===== config.mk =====
export PLATFORM = sky130hd
export DESIGN_NAME = dscp_from_number_list_parser
export DESIGN_NICKNAME = d
export VERILOG_FILES = /design/src/rtl/dfnl_pkg.sv /design/src/rtl/dfnl_front.sv /design/src/rtl/dfnl_fifo.sv /design/src/rtl/dfnl_back.sv /design/src/rtl/dscp_from_number_list_parser.sv
export SDC_FILE = /design/constraint.sdc
export NUM_CORES = 1
export LEC_CHECK = 0
export BUFFER_PORTS_ARGS = -buffer_cell sky130_fd_sc_hd__buf_4
export CORE_ASPECT_RATIO = 0.8
export CORE_MARGIN = 2
export CORE_UTILIZATION = 56
export CTS_CLUSTER_SIZE = 14
export DETAILED_ROUTE_END_ITERATION = 10
export PLACE_DENSITY = 0.76
export REMOVE_ABC_BUFFERS = 1
export SKIP_CTS_REPAIR_TIMING = 1
export SLEW_MARGIN = 20
export SYNTH_ARGS = -nofsm -noshare
export SYNTH_HDL_FRONTEND = slang
export SYNTH_SLANG_ARGS = --single-unit

===== constraint.sdc =====
create_clock -name clk -period 3.5 [get_ports clk]
set_input_delay 0.35 -clock clk [delete_from_list [all_inputs] [get_ports clk]]
set_output_delay 0.35 -clock clk [all_outputs]
set_load 0.02 [all_outputs]

===== src/rtl/dfnl_pkg.sv =====
package dfnl_pkg;

	localparam logic [7:0] CH_ZERO = 8'h30;
	localparam logic [7:0] CH_NINE = 8'h39;
	localparam int unsigned QDEPTH = 4;
	localparam int unsigned QPTR_W = $clog2(QDEPTH);
	localparam int unsigned QCNT_W = $clog2(QDEPTH + 1);
	localparam int unsigned CNT_W = 11;
	localparam logic [CNT_W-1:0] COUNT_MAX = 11'd2047;

	// one completed number and/or end of string
	typedef struct packed {
		logic       has_num;
		logic       le63;
		logic       key_eq;
		logic [5:0] low;
		logic       is_end;
	} qword_t;

endpackage


===== src/rtl/dfnl_front.sv =====
module dfnl_front (
	input  logic              clk,
	input  logic              arst_n,
	input  logic              accept,
	input  logic [7:0]        ch,
	input  logic              last,
	input  logic [7:0]        lookup_qos,
	output logic              push,
	output dfnl_pkg::qword_t  word
);
	import dfnl_pkg::*;

	logic [31:0] acc_q;
	logic        in_num_q;
	logic        digit;
	logic [31:0] acc_next;
	logic [31:0] value;

	always_comb begin
		digit = ch inside {[CH_ZERO:CH_NINE]};
		acc_next = (acc_q << 3) + (acc_q << 1) + {28'd0, ch[3:0]};
		value = digit ? acc_next : acc_q;
		push = accept && (last || (!digit && in_num_q));
		word.has_num = digit || in_num_q;
		word.le63 = (value[31:6] == 26'd0);
		word.key_eq = (value == {24'd0, lookup_qos});
		word.low = value[5:0];
		word.is_end = last;
	end

	always_ff @(posedge clk or negedge arst_n) begin
		if (!arst_n) begin
			acc_q <= '0;
			in_num_q <= 1'b0;
		end else if (accept) begin
			if (last || !digit) begin
				acc_q <= '0;
				in_num_q <= 1'b0;
			end else begin
				acc_q <= acc_next;
				in_num_q <= 1'b1;
			end
		end
	end

endmodule


===== src/rtl/dfnl_fifo.sv =====
module dfnl_fifo (
	input  logic              clk,
	input  logic              arst_n,
	input  logic              push,
	input  dfnl_pkg::qword_t  wr_word,
	input  logic              pop,
	output dfnl_pkg::qword_t  rd_word,
	output logic              empty,
	output logic              full
);
	import dfnl_pkg::*;

	qword_t            mem_q [QDEPTH];
	logic [QPTR_W-1:0] wr_ptr_q;
	logic [QPTR_W-1:0] rd_ptr_q;
	logic [QCNT_W-1:0] cnt_q;
	logic              do_push;
	logic              do_pop;

	assign empty = (cnt_q == '0);
	assign full = (cnt_q == QCNT_W'(QDEPTH));
	assign do_push = push && !full;
	assign do_pop = pop && !empty;
	assign rd_word = mem_q[rd_ptr_q];

	always_ff @(posedge clk) begin
		if (do_push) begin
			mem_q[wr_ptr_q] <= wr_word;
		end
	end

	always_ff @(posedge clk or negedge arst_n) begin
		if (!arst_n) begin
			wr_ptr_q <= '0;
			rd_ptr_q <= '0;
			cnt_q <= '0;
		end else begin
			if (do_push) begin
				wr_ptr_q <= wr_ptr_q + 1'b1;
			end
			if (do_pop) begin
				rd_ptr_q <= rd_ptr_q + 1'b1;
			end
			if (do_push && !do_pop) begin
				cnt_q <= cnt_q + 1'b1;
			end else if (do_pop && !do_push) begin
				cnt_q <= cnt_q - 1'b1;
			end
		end
	end

endmodule


===== src/rtl/dfnl_back.sv =====
module dfnl_back (
	input  logic              clk,
	input  logic              arst_n,
	input  dfnl_pkg::qword_t  word,
	input  logic              empty,
	input  logic [7:0]        lookup_qos,
	output logic              pop,
	output logic              out_valid,
	input  logic              out_stall,
	output logic              found,
	output logic [5:0]        dscp
);
	import dfnl_pkg::*;

	logic [CNT_W-1:0] count_q;
	logic             key_match_q;
	logic             index_hit_q;
	logic [5:0]       index_value_q;
	logic             pair_hit_q;
	logic [5:0]       pair_value_q;
	logic             out_valid_q;
	logic             found_q;
	logic [5:0]       dscp_q;

	logic             take;
	logic             idx_set;
	logic             pair_set;
	logic             index_hit_n;
	logic [5:0]       index_value_n;
	logic             pair_hit_n;
	logic [5:0]       pair_value_n;

	assign out_valid = out_valid_q;
	assign found = found_q;
	assign dscp = dscp_q;

	always_comb begin
		pop = !empty && (!word.is_end || !out_valid_q || !out_stall);
		take = word.has_num && (count_q != COUNT_MAX);
		idx_set = take && (count_q == {3'd0, lookup_qos}) && word.le63;
		pair_set = take && count_q[0] && key_match_q && word.le63 && !pair_hit_q;
		index_hit_n = index_hit_q || idx_set;
		index_value_n = idx_set ? word.low : index_value_q;
		pair_hit_n = pair_hit_q || pair_set;
		pair_value_n = pair_set ? word.low : pair_value_q;
	end

	always_ff @(posedge clk or negedge arst_n) begin
		if (!arst_n) begin
			count_q <= '0;
			key_match_q <= 1'b0;
			index_hit_q <= 1'b0;
			index_value_q <= '0;
			pair_hit_q <= 1'b0;
			pair_value_q <= '0;
			out_valid_q <= 1'b0;
			found_q <= 1'b0;
			dscp_q <= '0;
		end else begin
			if (pop && word.is_end) begin
				out_valid_q <= 1'b1;
			end else if (out_valid_q && !out_stall) begin
				out_valid_q <= 1'b0;
			end
			if (pop) begin
				if (word.is_end) begin
					count_q <= '0;
					key_match_q <= 1'b0;
					index_hit_q <= 1'b0;
					index_value_q <= '0;
					pair_hit_q <= 1'b0;
					pair_value_q <= '0;
					found_q <= index_hit_n || pair_hit_n;
					dscp_q <= index_hit_n ? index_value_n :
						(pair_hit_n ? pair_value_n : 6'd0);
				end else begin
					if (take) begin
						count_q <= count_q + 1'b1;
						if (!count_q[0]) begin
							key_match_q <= word.key_eq;
						end
					end
					index_hit_q <= index_hit_n;
					index_value_q <= index_value_n;
					pair_hit_q <= pair_hit_n;
					pair_value_q <= pair_value_n;
				end
			end
		end
	end

endmodule


===== src/rtl/dscp_from_number_list_parser.sv =====
// dscp lookup from a streamed number list
// throughput: one character word per cycle while the result side keeps up
// result path: the last character's word is written into the queue, then popped into the result register
// a four-entry queue between front and back absorbs result-side stalls
// reset clears the parse state, the queue, the result register and lookup_qos to 0
module dscp_from_number_list_parser (
	input  logic       clk,
	input  logic       arst_n,
	input  logic       in_valid,
	output logic       in_stall,
	input  logic [7:0] ch,
	input  logic       last,
	output logic       out_valid,
	input  logic       out_stall,
	output logic       found,
	output logic [5:0] dscp,
	input  logic       cfg_valid,
	output logic       cfg_ready,
	input  logic [7:0] cfg_data
);
	import dfnl_pkg::*;

	logic [7:0] lookup_qos_q;
	logic       accept;
	logic       push;
	logic       pop;
	logic       empty;
	logic       full;
	qword_t     push_word;
	qword_t     pop_word;

	assign cfg_ready = 1'b1;
	assign in_stall = full;
	assign accept = in_valid && !full;

	always_ff @(posedge clk or negedge arst_n) begin
		if (!arst_n) begin
			lookup_qos_q <= '0;
		end else if (cfg_valid && cfg_ready) begin
			lookup_qos_q <= cfg_data;
		end
	end

	dfnl_front u_front (
		.clk        (clk),
		.arst_n     (arst_n),
		.accept     (accept),
		.ch         (ch),
		.last       (last),
		.lookup_qos (lookup_qos_q),
		.push       (push),
		.word       (push_word)
	);

	dfnl_fifo u_fifo (
		.clk     (clk),
		.arst_n  (arst_n),
		.push    (push),
		.wr_word (push_word),
		.pop     (pop),
		.rd_word (pop_word),
		.empty   (empty),
		.full    (full)
	);

	dfnl_back u_back (
		.clk        (clk),
		.arst_n     (arst_n),
		.word       (pop_word),
		.empty      (empty),
		.lookup_qos (lookup_qos_q),
		.pop        (pop),
		.out_valid  (out_valid),
		.out_stall  (out_stall),
		.found      (found),
		.dscp       (dscp)
	);

endmodule


* Word-level counts from Yosys, hierarchy flattened
Memories as Yosys holds them, arrays and structs flattened.
Index checks and enable logic that the tools add are counted.
** Cells by class
- Add/subtract/negate cells :: 7
- Order comparisons :: 2
- Eq/ne operators :: 5
- Muxes and demuxes :: 22
- Reductions and logical operators :: 43
** Operator list (number)
- 32-bit two-way mux :: 2
- 6-bit two-way mux :: 6
- 32-bit adder :: 1
- 32-bit by 4-bit adder with 32-bit output :: 1
- 32-bit by 8-bit == test with 1-bit output :: 1
- 26-bit logical NOT :: 1
- 11-bit two-way mux :: 2
- 1-bit logical AND :: 18
- 11-bit by 1-bit adder with 11-bit output (second input constant) :: 1
- 11-bit by 8-bit == test with 1-bit output :: 1
- 11-bit inequality test (second input constant) :: 1
- 1-bit two-way mux :: 10
- 1-bit logical NOT :: 9
- 8-bit by 6-bit greater-or-equal comparator with 1-bit output (second input constant) :: 1
- 8-bit by 6-bit <= comparator with 1-bit output (second input constant) :: 1
- 1-bit logical OR :: 8
- 3-bit two-way mux :: 2
- 2-bit nonzero test :: 3
- 2-bit by 1-bit adder with 2-bit output (second input constant) :: 2
- 2-bit AND reduction :: 2
- 3-bit by 1-bit adder with 3-bit output (second input constant) :: 1
- 3-bit == test (second input constant) :: 1
- 3-bit logical NOT :: 1
- 3-bit AND reduction :: 1
- 2 further kinds :: 2
** Storage, ports and cells
- Register bits after elaboration :: 82
- RAM bits :: 40
- Input bits :: 22
- Memories kept :: 1
** Memory list
- u_fifo.mem_q :: words 4, width 10, read ports 1, clocked after Yosys merged registers in 0, write ports 1, RTL line dfnl_fifo.sv:13 : qword_t mem_q [QDEPTH];

* Logic depth before layout (Yosys ltp)
Gate-level depths: netlist of run 1.
- Depth after elaboration :: 11
- Gate-level depth with buffers :: 13
- Gate-level depth less buffers :: 13

* Hierarchy
From an unflattened synthesis of run 1, not the netlist that was laid out.
** Second synthesis, totals
- Cells, all modules :: 758
- Area total of the unflattened synthesis :: 7937.6 um2
** By module, submodules not included
- dfnl_front :: times used 1, cells each 436, area an instance 3738.6 um2, seq. area each 825.8 um2
- dfnl_back :: times used 1, cells each 213, area an instance 1978.1 um2, seq. area each 850.8 um2
- dfnl_fifo :: times used 1, cells each 89, area an instance 1871.8 um2, seq. area each 1376.3 um2
- dscp_from_number_list_parser :: times used 1, cells each 20, area an instance 349.1 um2, seq. area each 200.2 um2

* Worst setup path before layout of run 1
Ideal clock, no wire load.
- Path type :: input to register
- Start :: input ch[3]
- End :: memory u_fifo.mem_q[0][8] in the netlist's numbering, data pin
- Setup time :: 0.167 ns
- Data arrival time :: 3.226 ns
- Data required time :: 3.333 ns
- Slack :: 0.107 ns
- Stages :: 13
- Cell sequence :: inv_1 -> fa_1 -> inv_1 -> fa_1 -> a211oi_2 -> o21ai_2 -> a221oi_4 -> xnor2_1 -> a2111oi_2 -> nand4bb_1 -> o31ai_2 -> nand4_1 -> nor2_1
** RTL lines
- start, declared :: RTL line dscp_from_number_list_parser.sv:11 : input logic [7:0] ch,
- end, declared :: RTL line dfnl_fifo.sv:13

==> results of run 1 <==
## worst min-delay path by stage
stage	start	to	slack, ns	cells after the start
2_1_floorplan	arst_n	lookup_qos_q[0]	0.05	0
3_3_place_gp	u_back.index_value_q[5]	u_back.index_value_q[5]	0.46	2
3_5_place_dp	u_back.pair_value_q[2]	u_back.pair_value_q[2]	0.47	2
4_1_cts	out_stall	u_back.out_valid	0.16	3
5_1_grt	arst_n	u_front.acc_q[19]	0.06	1
6_report	arst_n	u_front.acc_q[21]	-0.04	1
## logic make-up after synthesis
group	Yosys count	share of synthesized area, %
AND/OR/NAND/NOR	193	12.82
AO/OA/AOI/OAI	173	16.13
flip-flops	122	43.46
adder cells (fa/ha/maj)	67	11.50
XOR/XNOR	54	6.318
buffers and inverters	45	2.591
multiplexers	39	7.137
other	1	0.05009
## metal layers
layer | wire length, um | vias up | GRT usage (%)
met2 | 8767 | 260 | 41.68
met1 | 8686 | 3018 | 38.21
met5 | 0 | - | 0
li1 | - | 2728 | -
met3 | 1331 | 28 | 6.591
met4 | 244 | 0 | 6.611
## sequential cells by signal (all words and copies together) (netlist names)
signal	count
u_fifo.mem_q	40
u_front.acc_q	32
u_back.count_q	11
lookup_qos_q	8
u_back.dscp	6
u_back.index_value_q	6
u_back.pair_value_q	6
u_fifo.cnt_q	3
u_fifo.rd_ptr_q	2
u_fifo.wr_ptr_q	2
u_back.found	1
u_back.index_hit_q	1
u_back.key_match_q	1
u_back.out_valid	1
u_back.pair_hit_q	1
u_front.in_num_q	1
## power by group through the flow
stage                     Sequential, uW  Clock [uW]  Combinational [uW]
final                               1800        1720                1140
after CTS                           1800        1730                1140
after global placement              1800           0                1060
after detailed placement            1820           0                1110
after global routing                1820        1800                1230
after floorplan                     1860           0                 651
## layout by cell type (no fill, tap or decap), types with 23 or more instances in the layout
cell type / n
nand2_1: 67
buf_4: 75
a21oi_1: 37
nor2_1: 35
edfxtp_1: 40
ha_1: 56
o21ai_0: 49
dfrtp_1: 82
a22o_1: 23
xor2_1: 30
## metrics by stage
stage	setup TNS, ns	setup slack (ns)	util [%]
finish	-0.4536	-0.08196	68.34
global route	-1.552	-0.2196	68.34
CTS	-1.867	-0.2491	66.97
detailed placement	-2.185	-0.2811	62.47
global placement	-1.236	-0.1650	62.47
floorplan	0	0.1047	-
## critical path, delay by kind of cell, from the launching register on
family	cells	cell delay, ns
XOR/XNOR	1	0.12
buffers and inverters	2	0.11
AND/OR/NAND/NOR	3	0.56
flip-flops	1	0.36
adder cells (fa/ha/maj)	2	0.88
AO/OA/AOI/OAI	5	1.40
## cell type report
cell class / instances / area, sq um / share of cell area [%]
clock inverters: 10 / 87.58 / 0.9887
flip-flops and latches: 122 / 3253 / 36.72
repair buffers: 76 / 574.3 / 6.483
inverters: 15 / 56.30 / 0.6356
well taps: 175 / 219.0 / 2.472
multi-input cells: 527 / 4173 / 47.10
clock buffers: 22 / 495.5 / 5.593
==> results.toml, run 1 <==
[power_and_ir_drop]
clkPwrFrac_pct = 37.0
swShare_pct = 31.30
vdd_drop_max_mv = 0.3744
combPwrFrac_pct = 24.4
p_total_uw = 4654
p_int_uw = 3197
pwr-share-seq_pct = 38.6
power.leakage_uw = 0.003916
p_switching_uw = 1457
cellPowerDensity_mw_per_mm2 = 525.3

[yosys]
yosys_register_bits = 122
synthTopCellsByCount = "dfrtp_1, nand2_1, ha_1"
synth.top_cell.area_share_pct = 27.41
ys_seq_area_share_pct = 43.46
synth.most_common_cell = "dfrtp_1"
synth_warnings = 0
synth_edf_count = 40
syn-cell-area_sq_mm = 0.007486
yosys.area.top_type = "dfrtp_1"
yosys_most_used_dff = "dfrtp_1"
syn_inst = 694
synthArstFlopShare_pct = 67.21
syn_avg_cell_area_sq_um = 10.79
ys_top_cells_by_area = "dfrtp_1, edfxtp_1, ha_1, xor2_1, nand2_1"
synthDistinctLibCells = 67

[run_status]
status = "complete, but fails checks"
violations = "hold timing, setup timing"

[setup_path]
crit_type = "flop to flop"
path_common_cell = "inv_2"
crit_end = "u_fifo.mem_q[3][8]"
rr_endpoint = "u_fifo.mem_q[3][8]"
max_stage_delay_ns = 0.53
start_kind = "flop"
timing.rr.start = "u_front.acc_q[2]"
crit_chain = "inv_2 -> fa_1 -> inv_2 -> fa_2 -> a211oi_2 -> o211ai_1 -> a21oi_2 -> xnor2_2 -> a2111oi_4 -> nand4bb_1 -> o31ai_4 -> nand4_1 -> nor2_2"
slowest_stage = "fa_1"
cp-startpoint = "u_front.acc_q[2]"
r2r_slack_ns = -0.08
crit_arrival_ns = 3.83
setup.worst_path.end_class = "flop"
reg2reg_depth = 13
cp.required_ns = 3.75
worst-path-max-fanout = 4

[run]
cap_violations = 0

[detailed_routing]
ant_nets = 0
routed_via_density = 6.372
wire_per_inst_um = 20.09
route.detailed.drc = 0
drtIter0Drc = 621
drtPass1Iterations = 7
routed_wirelength_um = 19030
num_vias = 6034

[sta]
worstMarginPinSlew_ns = 0.8045
period_share_pct = 102.3
fmax_mhz = 279.2
slew_headroom_pct = 46.37
slew_viol_final = 0
grt_setup_unrepaired = "yes"
holdWs_ns = -0.04429
setup-violations-final = 8
hold_violations = 11
period_needed_ns = 3.582
clock_skew_ns = 0.008029
worst_slack_ns = -0.08196

[grt]
overflow = 0
grt_max_degree = 83
antenna_found_initial = 0
grt_usage_pct = 26.87
grt_pass1_wl_um = 30250
grt_pass1_vias = 5882

[floorplan]
num_rows = 37
die_w_um = 133.3
start_util_pct = 57.75
die_y_um = 107.4
fp.coreArea_sq_mm = 0.01296
die-area_sq_mm = 0.01431
pin_count = 32

[final_layout]
final_cell_area_sq_mm = 0.008859
area_growth_syn_to_layout_pct = 18.34
nNetsFinal = 848
nFillCells = 915
antenna_cells = 0
drive_gt1_share_pct = 22.67
fin_cells = 947

[hold_path]
hold_path_class = "input port to async pin"

[cts]
clock-root-buffer = "clkbuf_16"
cts_htree_levels = 4
numCtsBuffers = 17
cts_tree = "built"
clk_pin_slew_ns = 0.05
clock_sinks = 122
cts.path.max_buffers = 2
clk_latency_ns = 0.41

[placement]
place_area_sq_mm = 0.008098
dp_hpwl_um = 13180
port_buffers = 30
dp.cells = 909
globalplace.congestion = 0.9331
(Power assumes the default switching activity.)
==> run 2, diff against run 1 <==
--- a/config.mk
+++ b/config.mk
@@ -5,13 +5,14 @@
 export SDC_FILE = /design/constraint.sdc
 export NUM_CORES = 1
 export LEC_CHECK = 0
+export ABC_AREA = 1
 export BUFFER_PORTS_ARGS = -buffer_cell sky130_fd_sc_hd__buf_4
 export CORE_ASPECT_RATIO = 0.8
 export CORE_MARGIN = 2
-export CORE_UTILIZATION = 56
+export CORE_UTILIZATION = 57
 export CTS_CLUSTER_SIZE = 14
 export DETAILED_ROUTE_END_ITERATION = 10
-export PLACE_DENSITY = 0.76
+export PLACE_DENSITY = 0.77
 export REMOVE_ABC_BUFFERS = 1
 export SKIP_CTS_REPAIR_TIMING = 1
 export SLEW_MARGIN = 20
==> run 2 against run 1 <==
The flow now finishes without violations. Wire length up 19%. Area after synthesis increased by 17%. Non-clock buffer count down 32. Clock power up 7%. Sequential power decreased by 2%. Register-to-register slack improved by 0.36 ns. Flip-flop and latch count unchanged. Combinational power up 42%. Critical path depth up 4. Power grew 12%. First-iteration DRC count increased by 41%. Critical path type unchanged. Critical endpoint is now u_fifo.mem_q[0][7].
==> results.toml, run 2 <==
[setup_path]
setup.worst_path.end_class = "flop"
r2r_slack_ns = 0.28
crit_type = "flop to flop"
timing.rr.start = "u_front.acc_q[2]"
worst-path-max-fanout = 4
rr_endpoint = "u_fifo.mem_q[0][7]"
cp.required_ns = 3.73
start_kind = "flop"
crit_arrival_ns = 3.45
reg2reg_depth = 17

[floorplan]
fp.coreArea_sq_mm = 0.01501
start_util_pct = 58.40
die-area_sq_mm = 0.01640
num_rows = 40
die_w_um = 142.7
pin_count = 32
die_y_um = 114.9

[grt]
antenna_found_initial = 0
grt_pass1_vias = 7363
overflow = 0
grt_usage_pct = 28.76
grt_max_degree = 71
grt_pass1_wl_um = 36860

[final_layout]
seqCellArea_sq_mm = 0.003253
final_common_cell = "nand2_1"
multi_input_area_sq_mm = 0.004671
drive_gt1_share_pct = 9.378
final_util_pct = 65.37
largest_register = "u_fifo.mem_q"
nFillCells = 1297
final_cell_mix = "nand2_1, inv_1, nor2_1"
reg_top3 = "u_fifo.mem_q (40), u_front.acc_q (32), u_back.count_q (11)"
largest_register_ffs = 40
area_growth_syn_to_layout_pct = 11.93
nNetsFinal = 1315
antenna_cells = 0

[yosys]
yosys.area.top_type = "dfrtp_1"
synth.most_common_cell = "nand2_1"
synthArstFlopShare_pct = 67.21
synth_warnings = 0
synthDistinctLibCells = 57
synthTopCellsByCount = "nand2_1, inv_1, nor2_1"
syn_avg_cell_area_sq_um = 7.387
synth.top_cell.area_share_pct = 23.40
ys_top_cells_by_area = "dfrtp_1, nand2_1, edfxtp_1, ha_1, inv_1"
ys_seq_area_share_pct = 37.10
yosys_most_used_dff = "dfrtp_1"
synth_edf_count = 40
syn_inst = 1187
syn-cell-area_sq_mm = 0.008768
yosys_register_bits = 122

[power_and_ir_drop]
vdd_drop_max_mv = 0.4577
cellPowerDensity_mw_per_mm2 = 531.9
power.leakage_uw = 0.005132

[sta]
period_needed_ns = 3.221
slew_headroom_pct = 37.91
setup-violations-final = 0
hold_violations = 0
period_share_pct = 92.04
slew_viol_final = 0
worstMarginPinSlew_ns = 0.9313
fmax_mhz = 310.4
grt_setup_unrepaired = "no"
tns_ns = 0
clock_skew_ns = 0.007593

[cts]
clock-root-buffer = "clkbuf_16"
cts.path.max_buffers = 2
cts_htree_levels = 4
clk_pin_slew_ns = 0.06
cts_tree = "built"
numCtsBuffers = 17
clk_latency_ns = 0.42
clock_sinks = 122

[placement]
port_buffers = 30
globalplace.congestion = 0.9750
dp_hpwl_um = 17020

[detailed_routing]
routed_via_density = 5.635
ant_nets = 0
drtPass1Iterations = 6
route.detailed.drc = 0
drtIter0Drc = 874
wire_per_inst_um = 15.87
num_vias = 8035
routed_wirelength_um = 22630

[hold_path]
hold_path_class = "input port to async pin"

[run_status]
status = "finished clean"

[run]
cap_violations = 0
## run 2: per-stage QoR
step,setup WS [ns],total power [uW],hold WS [ns],area [sq um],std cells
after floorplan,0.7310,2847,0.05441,8621,1163
after global placement,0.3984,3355,0.4621,9188,1396
after detailed placement,0.3562,3388,0.4661,9188,1396
after CTS,0.3912,5230,0.1038,9814,1426
after global routing,0.03834,5487,0.1293,9814,1426
final,0.2787,5221,0.05127,9814,1426
## run 2: worst max-delay path: stages (launching register included)
cell and delay, ns:
dfrtp_1 0.38, inv_1 0.11, fa_1 0.48, inv_1 0.07
fa_1 0.51, nand3_1 0.14, nand3_1 0.14, nand3_1 0.15
nand3_1 0.15, nand2_1 0.15, nand2_1 0.07, nand2_1 0.06
nand2_1 0.06, nor2_1 0.12, nand2_1 0.06, nor2_1 0.11
nor2_1 0.07, nor2_1 0.23
## run 2: final cells by class
cell class                 instances  area share, %
clock inverter                     4         0.7522
multi-input combinational        856          47.59
sequential                       122          33.15
timing repair buffer              44          3.366
clock buffer                      26          5.635
tap                              189          2.409
inverter                         185          7.101
## run 2: kinds of logic after synthesis
logic type	after synthesis	share of synthesized area, %
buffers and inverters	209	9.632
and+or+nand+nor	629	31.59
xor gates and xnor gates	13	1.299
AOI/OAI and AO/OA	145	10.39
other	1	0.04277
adders and majority gates	67	9.817
DFF	122	37.10
muxes	1	0.1284
## run 2: power breakdown
group          switching (uW)  leakage (uW)  total, uW  internal [uW]
logic                    1060       0.00335       1620            554
registers                 110       0.00147       1760           1650
clock network             618      0.000308       1840           1230
## run 2: how the worst max path moves through the flow
stage	from	to	slack, ns	depth (start not counted)
detailed placement	ch[3]	u_fifo.mem_q[3][7]	0.36	18
floorplan	ch[3]	u_fifo.mem_q[0][7]	0.73	19
global route	u_front.acc_q[2]	u_fifo.mem_q[2][7]	0.04	19
CTS	u_front.acc_q[0]	u_fifo.mem_q[0][7]	0.39	17
finish	u_front.acc_q[2]	u_fifo.mem_q[0][7]	0.28	17
global placement	ch[3]	u_fifo.mem_q[2][7]	0.40	20
## run 2: routing by layer
layer | share of wire (%) | vias up | wire length (um) | global-route usage, %
met5 | 0 | - | 0 | 0
met3 | 8.5 | 27 | 1930 | 5.956
met2 | 43 | 358 | 9637 | 42.63
met1 | 48 | 3714 | 10840 | 43.61
li1 | - | 3936 | - | -
met4 | 0.98 | 0 | 222 | 6.337
